$ cat config.mk
export PLATFORM = sky130hd
export DESIGN_NAME = key_press_duration_toggler_core_flat
export DESIGN_NICKNAME = d
export VERILOG_FILES = /design/src/rtl/core/kpdt_pkg.sv /design/src/rtl/core/kpdt_key_if.sv /design/src/rtl/core/kpdt_result_if.sv /design/src/rtl/core/kpdt_cfg_if.sv /design/src/rtl/core/key_press_duration_toggler_core.sv /design/src/rtl/core/kpdt_cfg_regs.sv /design/src/rtl/core/kpdt_in_stage.sv /design/src/rtl/core/kpdt_scanner.sv /design/src/flat_wrapper.sv
export VERILOG_INCLUDE_DIRS = /design/src /design/src/rtl/core
export SDC_FILE = /design/constraint.sdc
export NUM_CORES = 1
export LEC_CHECK = 0
export ABC_CLOCK_PERIOD_IN_PS = 2700
export BUFFER_PORTS_ARGS = -buffer_cell sky130_fd_sc_hd__buf_4
export CAP_MARGIN = 20
export CORE_UTILIZATION = 52
export DETAILED_ROUTE_END_ITERATION = 16
export GPL_TIMING_DRIVEN = 0
export MAX_ROUTING_LAYER = met4
export PLACE_DENSITY = 0.72
export SLEW_MARGIN = 20
export SYNTH_ARGS = -nofsm -noshare
export SYNTH_HDL_FRONTEND = slang
export SYNTH_HIERARCHICAL = 1
export SYNTH_SLANG_ARGS = --single-unit
$ cat constraint.sdc
create_clock -name clk -period 2.7 [get_ports clk]
set_clock_uncertainty 0.2 [all_clocks]
set_input_delay 0.405 -clock clk [delete_from_list [all_inputs] [get_ports clk]]
set_output_delay 0.405 -clock clk [all_outputs]
set_load 0.01 [all_outputs]
$ cat src/rtl/core/key_press_duration_toggler_core_assert.svh
// Assertion macros used by the core scanner module.
// Each macro expects clk and rst_n to be visible where it is used.
`ifndef KEY_PRESS_DURATION_TOGGLER_CORE_ASSERT_SVH
`define KEY_PRESS_DURATION_TOGGLER_CORE_ASSERT_SVH

// Same-cycle implication
`define KPDT_ASSERT_IMP(label, ante, cons, msg) \
    label: assert property (@(posedge clk) disable iff (!rst_n) (ante) |-> (cons)) \
        else $error(msg);

// Next-cycle implication
`define KPDT_ASSERT_NXT(label, ante, cons, msg) \
    label: assert property (@(posedge clk) disable iff (!rst_n) (ante) |=> (cons)) \
        else $error(msg);

`endif

$ cat src/rtl/core/kpdt_pkg.sv
package kpdt_pkg;

    // Widths
    localparam int HOLD_COUNT_BITS = 16;
    localparam int CFG_DATA_BITS   = 16;
    localparam int CFG_INDEX_BITS  = 8;
    localparam int CMP_BITS        =
        (HOLD_COUNT_BITS > CFG_DATA_BITS) ? HOLD_COUNT_BITS : CFG_DATA_BITS;

    // Saturation value of the hold counter
    localparam logic [HOLD_COUNT_BITS-1:0] HOLD_MAX = {HOLD_COUNT_BITS{1'b1}};

    // Register indexes
    localparam logic [CFG_INDEX_BITS-1:0] CFG_LONG_TICKS  = CFG_INDEX_BITS'(0);
    localparam logic [CFG_INDEX_BITS-1:0] CFG_VLONG_TICKS = CFG_INDEX_BITS'(1);

    // Reset values of the thresholds
    localparam logic [CFG_DATA_BITS-1:0] LONG_TICKS_RST  = CFG_DATA_BITS'(1000);
    localparam logic [CFG_DATA_BITS-1:0] VLONG_TICKS_RST = CFG_DATA_BITS'(3000);

    // Key level meaning
    localparam logic KEY_PRESSED = 1'b0;

    typedef enum logic [1:0] {
        PH_IDLE    = 2'd0,
        PH_CONFIRM = 2'd1,
        PH_HOLD    = 2'd2
    } phase_t;

    typedef enum logic [1:0] {
        EV_NONE  = 2'd0,
        EV_SHORT = 2'd1,
        EV_LONG  = 2'd2,
        EV_VLONG = 2'd3
    } press_ev_t;

    // Threshold set handed from the register bank to the scanner
    typedef struct packed {
        logic [CFG_DATA_BITS-1:0] long_ticks;
        logic [CFG_DATA_BITS-1:0] vlong_ticks;
    } thresh_t;

    // Word held in the input register
    typedef struct packed {
        logic valid;
        logic level;
    } stage_t;

endpackage

$ cat src/rtl/core/kpdt_key_if.sv
interface kpdt_key_if;
    logic valid;
    logic ready;
    logic key_level;

    modport source (output valid, output key_level, input ready);
    modport sink   (input valid, input key_level, output ready);
endinterface

$ cat src/rtl/core/kpdt_result_if.sv
interface kpdt_result_if;
    logic       valid;
    logic       ready;
    logic [1:0] press_event;
    logic       lamp_on;
    logic       fan_on;
    logic       spray_on;

    modport source (output valid, output press_event, output lamp_on,
                    output fan_on, output spray_on, input ready);
    modport sink   (input valid, input press_event, input lamp_on,
                    input fan_on, input spray_on, output ready);
endinterface

$ cat src/rtl/core/kpdt_cfg_if.sv
interface kpdt_cfg_if;
    import kpdt_pkg::*;

    logic                      valid;
    logic                      ready;
    logic [CFG_INDEX_BITS-1:0] index;
    logic [CFG_DATA_BITS-1:0]  data;

    modport source (output valid, output index, output data, input ready);
    modport sink   (input valid, input index, input data, output ready);
endinterface

$ cat src/rtl/core/key_press_duration_toggler_core.sv
// Channel  | Dir | Word
// ---------+-----+-----------------------------------------------
// key      | in  | key_level (0 pressed, 1 released)
// result   | out | press_event, lamp_on, fan_on, spray_on
// cfg      | in  | index, data (0 long, 1 very long threshold)
//
// One key word per cycle sustained while the result channel is ready.
// Path: input register, scanner logic, result register holding the state.
// Reset clears phase, counter and outputs; thresholds return to 1000 and 3000.
// A stalled result holds its word; one more key word is still taken meanwhile.
// Configuration writes are always ready and take effect the next cycle.
module key_press_duration_toggler_core (
    input  logic          clk,
    input  logic          rst_n,
    kpdt_key_if.sink      key,
    kpdt_result_if.source result,
    kpdt_cfg_if.sink      cfg
);
    import kpdt_pkg::*;

    stage_t  word;
    thresh_t thresh;
    logic    take;

    // Threshold registers
    kpdt_cfg_regs u_cfg_regs (
        .clk    (clk),
        .rst_n  (rst_n),
        .cfg    (cfg),
        .thresh (thresh)
    );

    // Input register
    kpdt_in_stage u_in_stage (
        .clk   (clk),
        .rst_n (rst_n),
        .key   (key),
        .take  (take),
        .word  (word)
    );

    // Scanner and result register
    kpdt_scanner u_scanner (
        .clk    (clk),
        .rst_n  (rst_n),
        .word   (word),
        .take   (take),
        .thresh (thresh),
        .result (result)
    );

endmodule

$ cat src/rtl/core/kpdt_cfg_regs.sv
module kpdt_cfg_regs (
    input  logic             clk,
    input  logic             rst_n,
    kpdt_cfg_if.sink         cfg,
    output kpdt_pkg::thresh_t thresh
);
    import kpdt_pkg::*;

    logic [CFG_DATA_BITS-1:0] long_reg, long_next;
    logic [CFG_DATA_BITS-1:0] vlong_reg, vlong_next;

    // Writes are always taken; unknown indexes are dropped
    assign cfg.ready = 1'b1;

    always_comb
    begin
        long_next  = long_reg;
        vlong_next = vlong_reg;
        if (cfg.valid)
        begin
            case (cfg.index)
                CFG_LONG_TICKS:  long_next  = cfg.data;
                CFG_VLONG_TICKS: vlong_next = cfg.data;
                default:         ;
            endcase
        end
    end

    always_ff @(posedge clk or negedge rst_n)
    begin
        if (!rst_n)
        begin
            long_reg  <= LONG_TICKS_RST;
            vlong_reg <= VLONG_TICKS_RST;
        end
        else
        begin
            long_reg  <= long_next;
            vlong_reg <= vlong_next;
        end
    end

    assign thresh.long_ticks  = long_reg;
    assign thresh.vlong_ticks = vlong_reg;

endmodule

$ cat src/rtl/core/kpdt_in_stage.sv
module kpdt_in_stage (
    input  logic             clk,
    input  logic             rst_n,
    kpdt_key_if.sink         key,
    input  logic             take,
    output kpdt_pkg::stage_t word
);
    import kpdt_pkg::*;

    logic valid_reg, valid_next;
    logic level_reg;
    logic accept;

    // Room when empty or when the held word leaves this cycle
    assign key.ready = !valid_reg || take;
    assign accept    = key.valid && key.ready;

    always_comb
    begin
        if (accept)
            valid_next = 1'b1;
        else if (take)
            valid_next = 1'b0;
        else
            valid_next = valid_reg;
    end

    always_ff @(posedge clk or negedge rst_n)
    begin
        if (!rst_n)
            valid_reg <= 1'b0;
        else
            valid_reg <= valid_next;
    end

    // Payload, no reset
    always_ff @(posedge clk)
    begin
        if (accept)
            level_reg <= key.key_level;
    end

    assign word.valid = valid_reg;
    assign word.level = level_reg;

endmodule

$ cat src/rtl/core/kpdt_scanner.sv
module kpdt_scanner (
    input  logic              clk,
    input  logic              rst_n,
    input  kpdt_pkg::stage_t  word,
    output logic              take,
    input  kpdt_pkg::thresh_t thresh,
    kpdt_result_if.source     result
);
    import kpdt_pkg::*;

    `include "key_press_duration_toggler_core_assert.svh"

    phase_t                     phase_reg, phase_next;
    logic [HOLD_COUNT_BITS-1:0] held_ticks_reg, held_ticks_next;
    press_ev_t                  ev_reg, ev_next;
    logic                       lamp_reg, lamp_next;
    logic                       fan_reg, fan_next;
    logic                       spray_reg, spray_next;
    logic                       out_valid_reg, out_valid_next;

    logic                pressed;
    logic [CMP_BITS-1:0] held_cmp, long_cmp, vlong_cmp;

    // Advance when a word is held and the result register is free
    assign take    = word.valid && (!out_valid_reg || result.ready);
    assign pressed = (word.level == KEY_PRESSED);

    assign held_cmp  = CMP_BITS'(held_ticks_reg);
    assign long_cmp  = CMP_BITS'(thresh.long_ticks);
    assign vlong_cmp = CMP_BITS'(thresh.vlong_ticks);

    // Next phase
    always_comb
    begin
        phase_next = phase_reg;
        if (take)
        begin
            case (phase_reg)
                PH_CONFIRM: phase_next = pressed ? PH_HOLD : PH_IDLE;
                PH_HOLD:    phase_next = pressed ? PH_HOLD : PH_IDLE;
                default:    phase_next = pressed ? PH_CONFIRM : PH_IDLE;
            endcase
        end
    end

    // Counter, event and output toggles
    always_comb
    begin
        held_ticks_next = held_ticks_reg;
        ev_next         = EV_NONE;
        case (phase_reg)
            PH_CONFIRM: ;
            PH_HOLD:
            begin
                if (pressed)
                begin
                    if (held_ticks_reg != HOLD_MAX)
                        held_ticks_next = held_ticks_reg + 1'b1;
                end
                else if (held_cmp >= vlong_cmp)
                    ev_next = EV_VLONG;
                else if (held_cmp >= long_cmp)
                    ev_next = EV_LONG;
                else
                    ev_next = EV_SHORT;
            end
            default:
            begin
                if (pressed)
                    held_ticks_next = '0;
            end
        endcase
        if (!take)
        begin
            held_ticks_next = held_ticks_reg;
            ev_next         = ev_reg;
        end
        lamp_next  = lamp_reg  ^ (take && ev_next == EV_SHORT);
        fan_next   = fan_reg   ^ (take && ev_next == EV_LONG);
        spray_next = spray_reg ^ (take && ev_next == EV_VLONG);
    end

    // Result register valid
    always_comb
    begin
        if (take)
            out_valid_next = 1'b1;
        else if (result.ready)
            out_valid_next = 1'b0;
        else
            out_valid_next = out_valid_reg;
    end

    always_ff @(posedge clk or negedge rst_n)
    begin
        if (!rst_n)
        begin
            phase_reg      <= PH_IDLE;
            held_ticks_reg <= '0;
            ev_reg         <= EV_NONE;
            lamp_reg       <= 1'b0;
            fan_reg        <= 1'b0;
            spray_reg      <= 1'b0;
            out_valid_reg  <= 1'b0;
        end
        else
        begin
            phase_reg      <= phase_next;
            held_ticks_reg <= held_ticks_next;
            ev_reg         <= ev_next;
            lamp_reg       <= lamp_next;
            fan_reg        <= fan_next;
            spray_reg      <= spray_next;
            out_valid_reg  <= out_valid_next;
        end
    end

    // Result word comes straight from the state registers
    assign result.valid       = out_valid_reg;
    assign result.press_event = ev_reg;
    assign result.lamp_on     = lamp_reg;
    assign result.fan_on      = fan_reg;
    assign result.spray_on    = spray_reg;

    // Checks
    `KPDT_ASSERT_NXT(a_event_ends_press, take && ev_next != EV_NONE, phase_reg == PH_IDLE, "event without return to idle")
    `KPDT_ASSERT_IMP(a_confirm_count_clear, phase_reg == PH_CONFIRM, held_ticks_reg == '0, "count not cleared at press start")
    `KPDT_ASSERT_NXT(a_stall_holds_state, !take, $stable(held_ticks_reg) && $stable(phase_reg) && $stable(lamp_reg), "state moved without a word")
    `KPDT_ASSERT_NXT(a_short_toggles_lamp, take && ev_next == EV_SHORT, lamp_reg != $past(lamp_reg) && fan_reg == $past(fan_reg), "short press toggle wrong")

endmodule
$ cat src/flat_wrapper.sv
// flat-port wrapper written by rule: the top's interface ports become plain ports
module key_press_duration_toggler_core_flat import kpdt_pkg::*;
  (clk, rst_n, key_valid, key_key_level, key_ready, result_valid, result_press_event, result_lamp_on, result_fan_on, result_spray_on, result_ready, cfg_valid, cfg_index, cfg_data, cfg_ready);
  kpdt_key_if key_i ();
  kpdt_result_if result_i ();
  kpdt_cfg_if cfg_i ();
  input  logic clk;
  input  logic rst_n;
  input wire logic [$bits(key_i.valid)-1:0] key_valid;
  input wire logic [$bits(key_i.key_level)-1:0] key_key_level;
  output wire logic [$bits(key_i.ready)-1:0] key_ready;
  output wire logic [$bits(result_i.valid)-1:0] result_valid;
  output wire logic [$bits(result_i.press_event)-1:0] result_press_event;
  output wire logic [$bits(result_i.lamp_on)-1:0] result_lamp_on;
  output wire logic [$bits(result_i.fan_on)-1:0] result_fan_on;
  output wire logic [$bits(result_i.spray_on)-1:0] result_spray_on;
  input wire logic [$bits(result_i.ready)-1:0] result_ready;
  input wire logic [$bits(cfg_i.valid)-1:0] cfg_valid;
  input wire logic [$bits(cfg_i.index)-1:0] cfg_index;
  input wire logic [$bits(cfg_i.data)-1:0] cfg_data;
  output wire logic [$bits(cfg_i.ready)-1:0] cfg_ready;
  assign key_i.valid = key_valid;
  assign key_i.key_level = key_key_level;
  assign key_ready = key_i.ready;
  assign result_valid = result_i.valid;
  assign result_press_event = result_i.press_event;
  assign result_lamp_on = result_i.lamp_on;
  assign result_fan_on = result_i.fan_on;
  assign result_spray_on = result_i.spray_on;
  assign result_i.ready = result_ready;
  assign cfg_i.valid = cfg_valid;
  assign cfg_i.index = cfg_index;
  assign cfg_i.data = cfg_data;
  assign cfg_ready = cfg_i.ready;
  key_press_duration_toggler_core u_core (.clk(clk), .rst_n(rst_n), .key(key_i), .result(result_i), .cfg(cfg_i));
endmodule
# == After elaboration in Yosys (flattened, before gate mapping) ==
# Index checks and enable logic that the tools add are counted.
# word_totals
register_bits,58
latch_bits,0
ram_bits,0
mem_bits_ro,0
out_inout_bits,8
wordCells,59
n_memories,0
# op_classes
addsub,1
n_mul,0
div,0
order_cmp,2
eq_ne,8
shift,0
muxes,16
bitwise_logic,5
reduce_logical,16
# op_table
operator,count
$mux W16,3
$ge A16 B16 Y1,2
$pmux W16 S2,1
$add A16 B1 Y16 const B,1
$ne A16 B16 Y1 const B,1
$mux W2,7
$eq A8 B1 Y1 const B,1
$logic_not A8 Y1,1
$eq A2 B2 Y1 const B,3
$logic_and A1 B1 Y1,5
$mux W1,5
$eq A2 B1 Y1 const B,2
$reduce_and A2 Y1,2
$reduce_and A4 Y1,1
$reduce_bool A2 Y1,2
$xor A1 B1 Y1,3
$logic_not A1 Y1,2
$logic_or A1 B1 Y1,2
$ne A2 B2 Y1 const B,1
$not A1 Y1,2
$reduce_or A2 Y1,1

# == Longest topological paths before layout ==
# depth
depth_word,9
mapped_depth,9

# == Modules after synthesis ==
# Netlist, hierarchy kept.
# modules_own_cells
mod,n_inst,cells_each,area_each_um2,seq_area_each_um2
kpdt_scanner,1,235,2054.5,600.6
kpdt_cfg_regs,1,74,1306.3,817.0
kpdt_in_stage,1,7,98.8,55.1

# == Least setup slack after synthesis ==
# Ideal clock, no wire load.
# synth_timing
path_type,input-to-reg
start,input cfg_index[6]
end,register u_core.u_cfg_regs.long_reg[10]
setup_time_ns,0.125
arrival_ns,1.877
required_ns,2.375
path_slack_ns,0.498
cell_stages,4
cell_sequence,or4b_4 > nor3_2 > buf_4 > mux2_2
# synth_between
elab_chain_cells,2
# synth_lines
element,line,source
"start, declared",flat_wrapper.sv:19,input wire logic [$bits(cfg_i.index)-1:0] cfg_index;
$logic_not A8 Y1,kpdt_cfg_regs.sv:21,case (cfg.index)
$reduce_and A2 Y1 (no line),--,
"end signal, assigned",kpdt_cfg_regs.sv:38,long_reg <= long_next;
"end, declared",kpdt_cfg_regs.sv:9,"logic [CFG_DATA_BITS-1:0] long_reg, long_next;"
# No other way between the ends.
# A chain may end at the register's enable or synchronous reset.

# == Worst setup path in the final report ==
# layout_timing
start,"register u_core.u_scanner.held_ticks_reg[0], in the netlist u_core/u_scanner/held_cmp[0]"
end,"register u_core.u_scanner.lamp_reg, in the netlist u_core/u_scanner/result.lamp_on"
# layout_between
elab_chain_cells,9
word_cells_on_any_way,10
# layout_lines
element,line,source
"start, declared",kpdt_scanner.sv:14,"logic [HOLD_COUNT_BITS-1:0] held_ticks_reg, held_ticks_next;"
"start signal, assigned",kpdt_scanner.sv:109,held_ticks_reg <= held_ticks_next;
$ge A16 B16 Y1,kpdt_scanner.sv:62,else if (held_cmp >= long_cmp)
$mux W2,kpdt_scanner.sv:62,
$mux W2 *,kpdt_scanner.sv:60,else if (held_cmp >= vlong_cmp)
$mux W2 *,kpdt_scanner.sv:55,if (pressed)
$mux W2 *,kpdt_scanner.sv:51,case (phase_reg)
$mux W2 *,kpdt_scanner.sv:73,if (!take)
$eq A2 B1 Y1 *,kpdt_scanner.sv:78,lamp_next = lamp_reg ^ (take && ev_next == EV_SHORT);
$logic_and A1 B1 Y1 *,kpdt_scanner.sv:78,
$xor A1 B1 Y1 *,kpdt_scanner.sv:78,
via u_core.u_scanner.lamp_next,kpdt_scanner.sv:16,"logic lamp_reg, lamp_next;"
"end signal, assigned",kpdt_scanner.sv:111,lamp_reg <= lamp_next;
"end, declared",kpdt_scanner.sv:16,
# Mark *: on every way through the listed nets, which the timed path passes. The rest lies on a longest branch.

==> summary.md <==
The slew of the pin with the lowest slew margin was 0.822 ns; the number of endpoints failing setup at the final stage was 0. The run finished with clean final reports. The analysis attributes to cell leakage a power of 1.97 nW. The design area is 4050 um^2. The worst setup path is captured at a flip-flop.

After detailed routing, the number of remaining DRC violations is 0. Synthesis produced a netlist with a net count of 381. Area share of the leading cell type in the synthesized netlist: 31.8%. The die covers 6980 um^2. The delay contributed by the slowest stage of the critical path was 0.43 ns; the post-CTS setup buffer count was 0.

For the relative max-transition margin, the log shows 44.9%. The tools report the maximum number of pins on one net before global-route repair as 58. The synthesized area per cell works out to 10.9 um^2.

The initial antenna violation count is 0. Post-place setup slack: -0.0465 ns. The number of antenna diodes in the final layout is 0. In this run the cell area measured after placement is 3830 um^2. Summing the sequential cell areas from Yosys gives 42.6% of the chip area. Arrival time of data at the critical path endpoint: 2.52 ns.

Setup repair after global routing left no endpoint under its margin. The count of buffers added on input and output ports is 36. The final cycle utilization of the critical path came out at 91.0%. The maximum achievable frequency is 0.407 GHz, and the overall via count from detail_route is 2366.

The data required time of the worst path was 2.76 ns; the final cell count without fillers was 446. Cell class contributing the biggest share of worst-path delay: compound AO/OA/AOI/OAI gates. The area growth from synthesis to layout is 16.9%. The final sum of negative setup slack was 0 ns; the final RePlAce weighted congestion was 0.835. The run gives 6 as the count of synthesis-stage warnings from yosys. Once the floorplan was initialized, standard cells occupied 54.2% of the core. Once detail routing completed, the nets flagged for antenna violations numbered 0.

The core region is 6390 um^2. By count the netlist is led by 44 x sky130_fd_sc_hd__dfrtp_1, 37 x sky130_fd_sc_hd__inv_1, 35 x sky130_fd_sc_hd__ha_1. In this run, the clock network consumes 37.1% of the power.

The worst flop-to-flop path startpoint is u_core/u_scanner/held_cmp[0]$_DFFE_PN0P_. In this run the worst path has a maximum fanout of 5. The tools report the final-report max-slew violation count as 0. The end of the worst register-to-register path was u_core/u_scanner/result.lamp_on$_DFF_PN0_. The total number of clock tree sinks was 58; the final layout net count was 429.

The worst hold path terminates at u_core/u_in_stage/level_reg$_DFFE_PP_. Clock-pin slew was measured on the worst setup and hold paths at 0.07 ns. Measured along the x axis, the die boundary spans 83.6 um.

The critical path goes through inv_1, ha_1, nand2b_1, a2111oi_1, o311ai_1, a21oi_2, nor3b_2, xor2_1. The run gives 0 as the reported max-cap violation count. The startpoint identified for the worst hold timing path is key_key_level. The largest total area in the synthesized netlist belongs to sky130_fd_sc_hd__dfrtp_1. The internal portion of the total power is 0.00164 W. For this run, the leading register cell type out of synthesis is sky130_fd_sc_hd__dfrtp_1. The clock root buffer master is sky130_fd_sc_hd__clkbuf_8.

Measured along the y axis, the die boundary spans 83.6 um. TritonCTS built the clock tree. The first global-routing pass estimated 11300 um of wire. Total routed wirelength: 6410 um. For this design the ratio of total power to cell area is 552 nW/um^2. The class of the worst hold path was in -> reg.

The most used standard cell by instance count after synthesis was sky130_fd_sc_hd__dfrtp_1. The total standard cell area after synthesis was 3460 um^2. Clock tree synthesis inserted a total of 9 buffers. The tools report the setup slack after layout as 0.243 ns. Sorting the synthesized cells by area gives the leading types as sky130_fd_sc_hd__dfrtp_1 32%, sky130_fd_sc_hd__ha_1 13%, sky130_fd_sc_hd__dfstp_2 9.9%. The clock passes through at most 2 buffers.

For this run the aggregate overflow at the end of global routing stands at 0. The number of cells on the worst hold path works out to 1. For this design the top-level I/O count stands at 38. Row generation in the floorplan step produced 29 rows. After synthesis the netlist holds a flip-flop and latch count of 58. CTS built an H-tree with a depth of 3.

Clock latency on the worst-skew pair: 0.34 ns. The kind of critical path was reg -> reg. Synthesis produced 316 cells. The combinational cell fraction of total power came out at 18.3%.

Detailed-routing iteration count for the pre-antenna-repair pass: 4. The tools report the total count of hold-check failures in the final report as 0. The count of cell types in the netlist is 53, and the fraction of synthesis flops using an asynchronous set or reset pin is 98.3%.

The switching share of total power works out to 26.4%. The number of enable-type register cells in the synthesized netlist works out to 1. In this run, flip-flops and latches consume 44.6% of the power.

The switching component of the power was 0.000590 W; the total half-perimeter wirelength after legalization and detailed placement was 4670 um. For the number of global-route vias before repair, the log shows 2470. Cell with the largest stage delay on the worst path: sky130_fd_sc_hd__a2111oi_1. In the routed layout, each cell is associated on average with a via count of 5.30.

The logs give 0.24 ns for the setup slack of the most critical reg-to-reg path and 21.3% for the global-route usage over all layers. In the final layout, the share of cells above drive strength 1 is 32.2%. VDD sags by at most 0.000357 V. Length in cells of the worst reg-to-reg path: 8.

The critical path buffer and inverter count came out at 1. The shortest period the worst path allows was 2.46 ns; the total instance count after detailed placement was 429. STA classifies the critical path startpoint as a flip-flop. After the first detailed-routing iteration, the DRC count stood at 73. After detailed routing, the average wire length per cell comes to 14.4 um.
[worst max path at each step]
stage / cells after the start / to / startpoint / slack [ns]
global route: 8 / u_core/u_scanner/result.lamp_on$_DFF_PN0_ / u_core/u_scanner/held_cmp[0]$_DFFE_PN0P_ / 0.0005
detailed placement: 5 / u_core/u_cfg_regs/long_reg[10]$_DFFE_PN0P_ / cfg_index[6] / -0.05
finish: 8 / u_core/u_scanner/result.lamp_on$_DFF_PN0_ / u_core/u_scanner/held_cmp[0]$_DFFE_PN0P_ / 0.24
CTS: 8 / u_core/u_scanner/result.lamp_on$_DFF_PN0_ / u_core/u_scanner/held_cmp[0]$_DFFE_PN0P_ / 0.14
floorplan: 4 / u_core/u_cfg_regs/long_reg[10]$_DFFE_PN0P_ / cfg_index[6] / 0.50
global placement: 5 / u_core/u_cfg_regs/long_reg[10]$_DFFE_PN0P_ / cfg_index[6] / -0.0002
[cell type report]
type | instances | area [um^2]
Sequential cell | 58 | 1470
Clock buffer | 14 | 173
Inverter | 37 | 139
Fill cell | 539 | 2340
Buffer | 11 | 90.1
Timing Repair Buffer | 37 | 280
Tap cell | 77 | 96.3
Clock inverter | 2 | 35.0
Multi-Input combinational cell | 210 | 1760
[routing by layer]
metal / GRT usage [%] / part of all wire (%) / vias to the layer above
li1: - / - / 1194
met3: 3.86 / 2.9 / 10
met5: - / 0 / -
met1: 27.0 / 48 / 1125
met2: 33.5 / 48 / 37
met4: 9.40 / 1.5 / 0
[stage by stage]
stage	hold slack [ns]	power [W]	util (%)
CTS	0.0224	0.00226	63.3
finish	0.0391	0.00223	63.3
floorplan	-0.0906	0.00126	-
detailed placement	0.259	0.00142	59.9
global placement	0.256	0.00140	59.9
global route	0.0242	0.00236	63.3
[power by group through the flow]
stage | clock network (W) | registers (W) | logic [W]
finish | 0.000828 | 0.000996 | 0.000409
global route | 0.000892 | 0.00101 | 0.000465
CTS | 0.000853 | 0.000997 | 0.000411
detailed placement | 0 | 0.00101 | 0.000408
global placement | 0 | 0.00101 | 0.000394
floorplan | 0 | 0.00101 | 0.000243
[placed cells by master, fill, tap and decap left out, types with 3 or more instances in the layout]
| master | n |
|---|---|
| sky130_fd_sc_hd__ha_1 | 35 |
| sky130_fd_sc_hd__nand3_1 | 9 |
| sky130_fd_sc_hd__mux2_4 | 10 |
| sky130_fd_sc_hd__a21o_1 | 6 |
| sky130_fd_sc_hd__o21ai_0 | 10 |
| sky130_fd_sc_hd__nand2_1 | 20 |
| sky130_fd_sc_hd__clkbuf_1 | 4 |
| sky130_fd_sc_hd__nand2b_1 | 4 |
| sky130_fd_sc_hd__xnor2_1 | 3 |
| sky130_fd_sc_hd__a21oi_1 | 11 |
| sky130_fd_sc_hd__clkbuf_8 | 12 |
| sky130_fd_sc_hd__nand4_1 | 7 |
| sky130_fd_sc_hd__and3_1 | 5 |
| sky130_fd_sc_hd__dfstp_2 | 13 |
| sky130_fd_sc_hd__buf_4 | 40 |
| sky130_fd_sc_hd__and4_1 | 3 |
| sky130_fd_sc_hd__nor2_1 | 17 |
| sky130_fd_sc_hd__mux2_2 | 22 |
| sky130_fd_sc_hd__dfrtp_1 | 44 |
| sky130_fd_sc_hd__inv_1 | 37 |
| sky130_fd_sc_hd__xor2_1 | 10 |
[timing repair]
action	CTS	global route
hold buffers	1	0
resized for setup	0	1
endpoints found under the hold margin	44	0
setup endpoints to repair	0	2
[cells by family (layout without fill, tap and decap cells)]
kind of cell | Yosys count | count (layout) | synth area share (%)
compound gates | 44 | 44 | 9.15
xor+xnor | 13 | 13 | 3.29
fa+ha+maj | 35 | 35 | 12.7
buf+inv | 48 | 101 | 6.62
flops | 58 | 58 | 42.6
mux | 32 | 32 | 11.5
other cells | 1 | 1 | 0.108
simple gates | 85 | 85 | 14.1
Note: power is estimated with default switching activity, not from simulation.
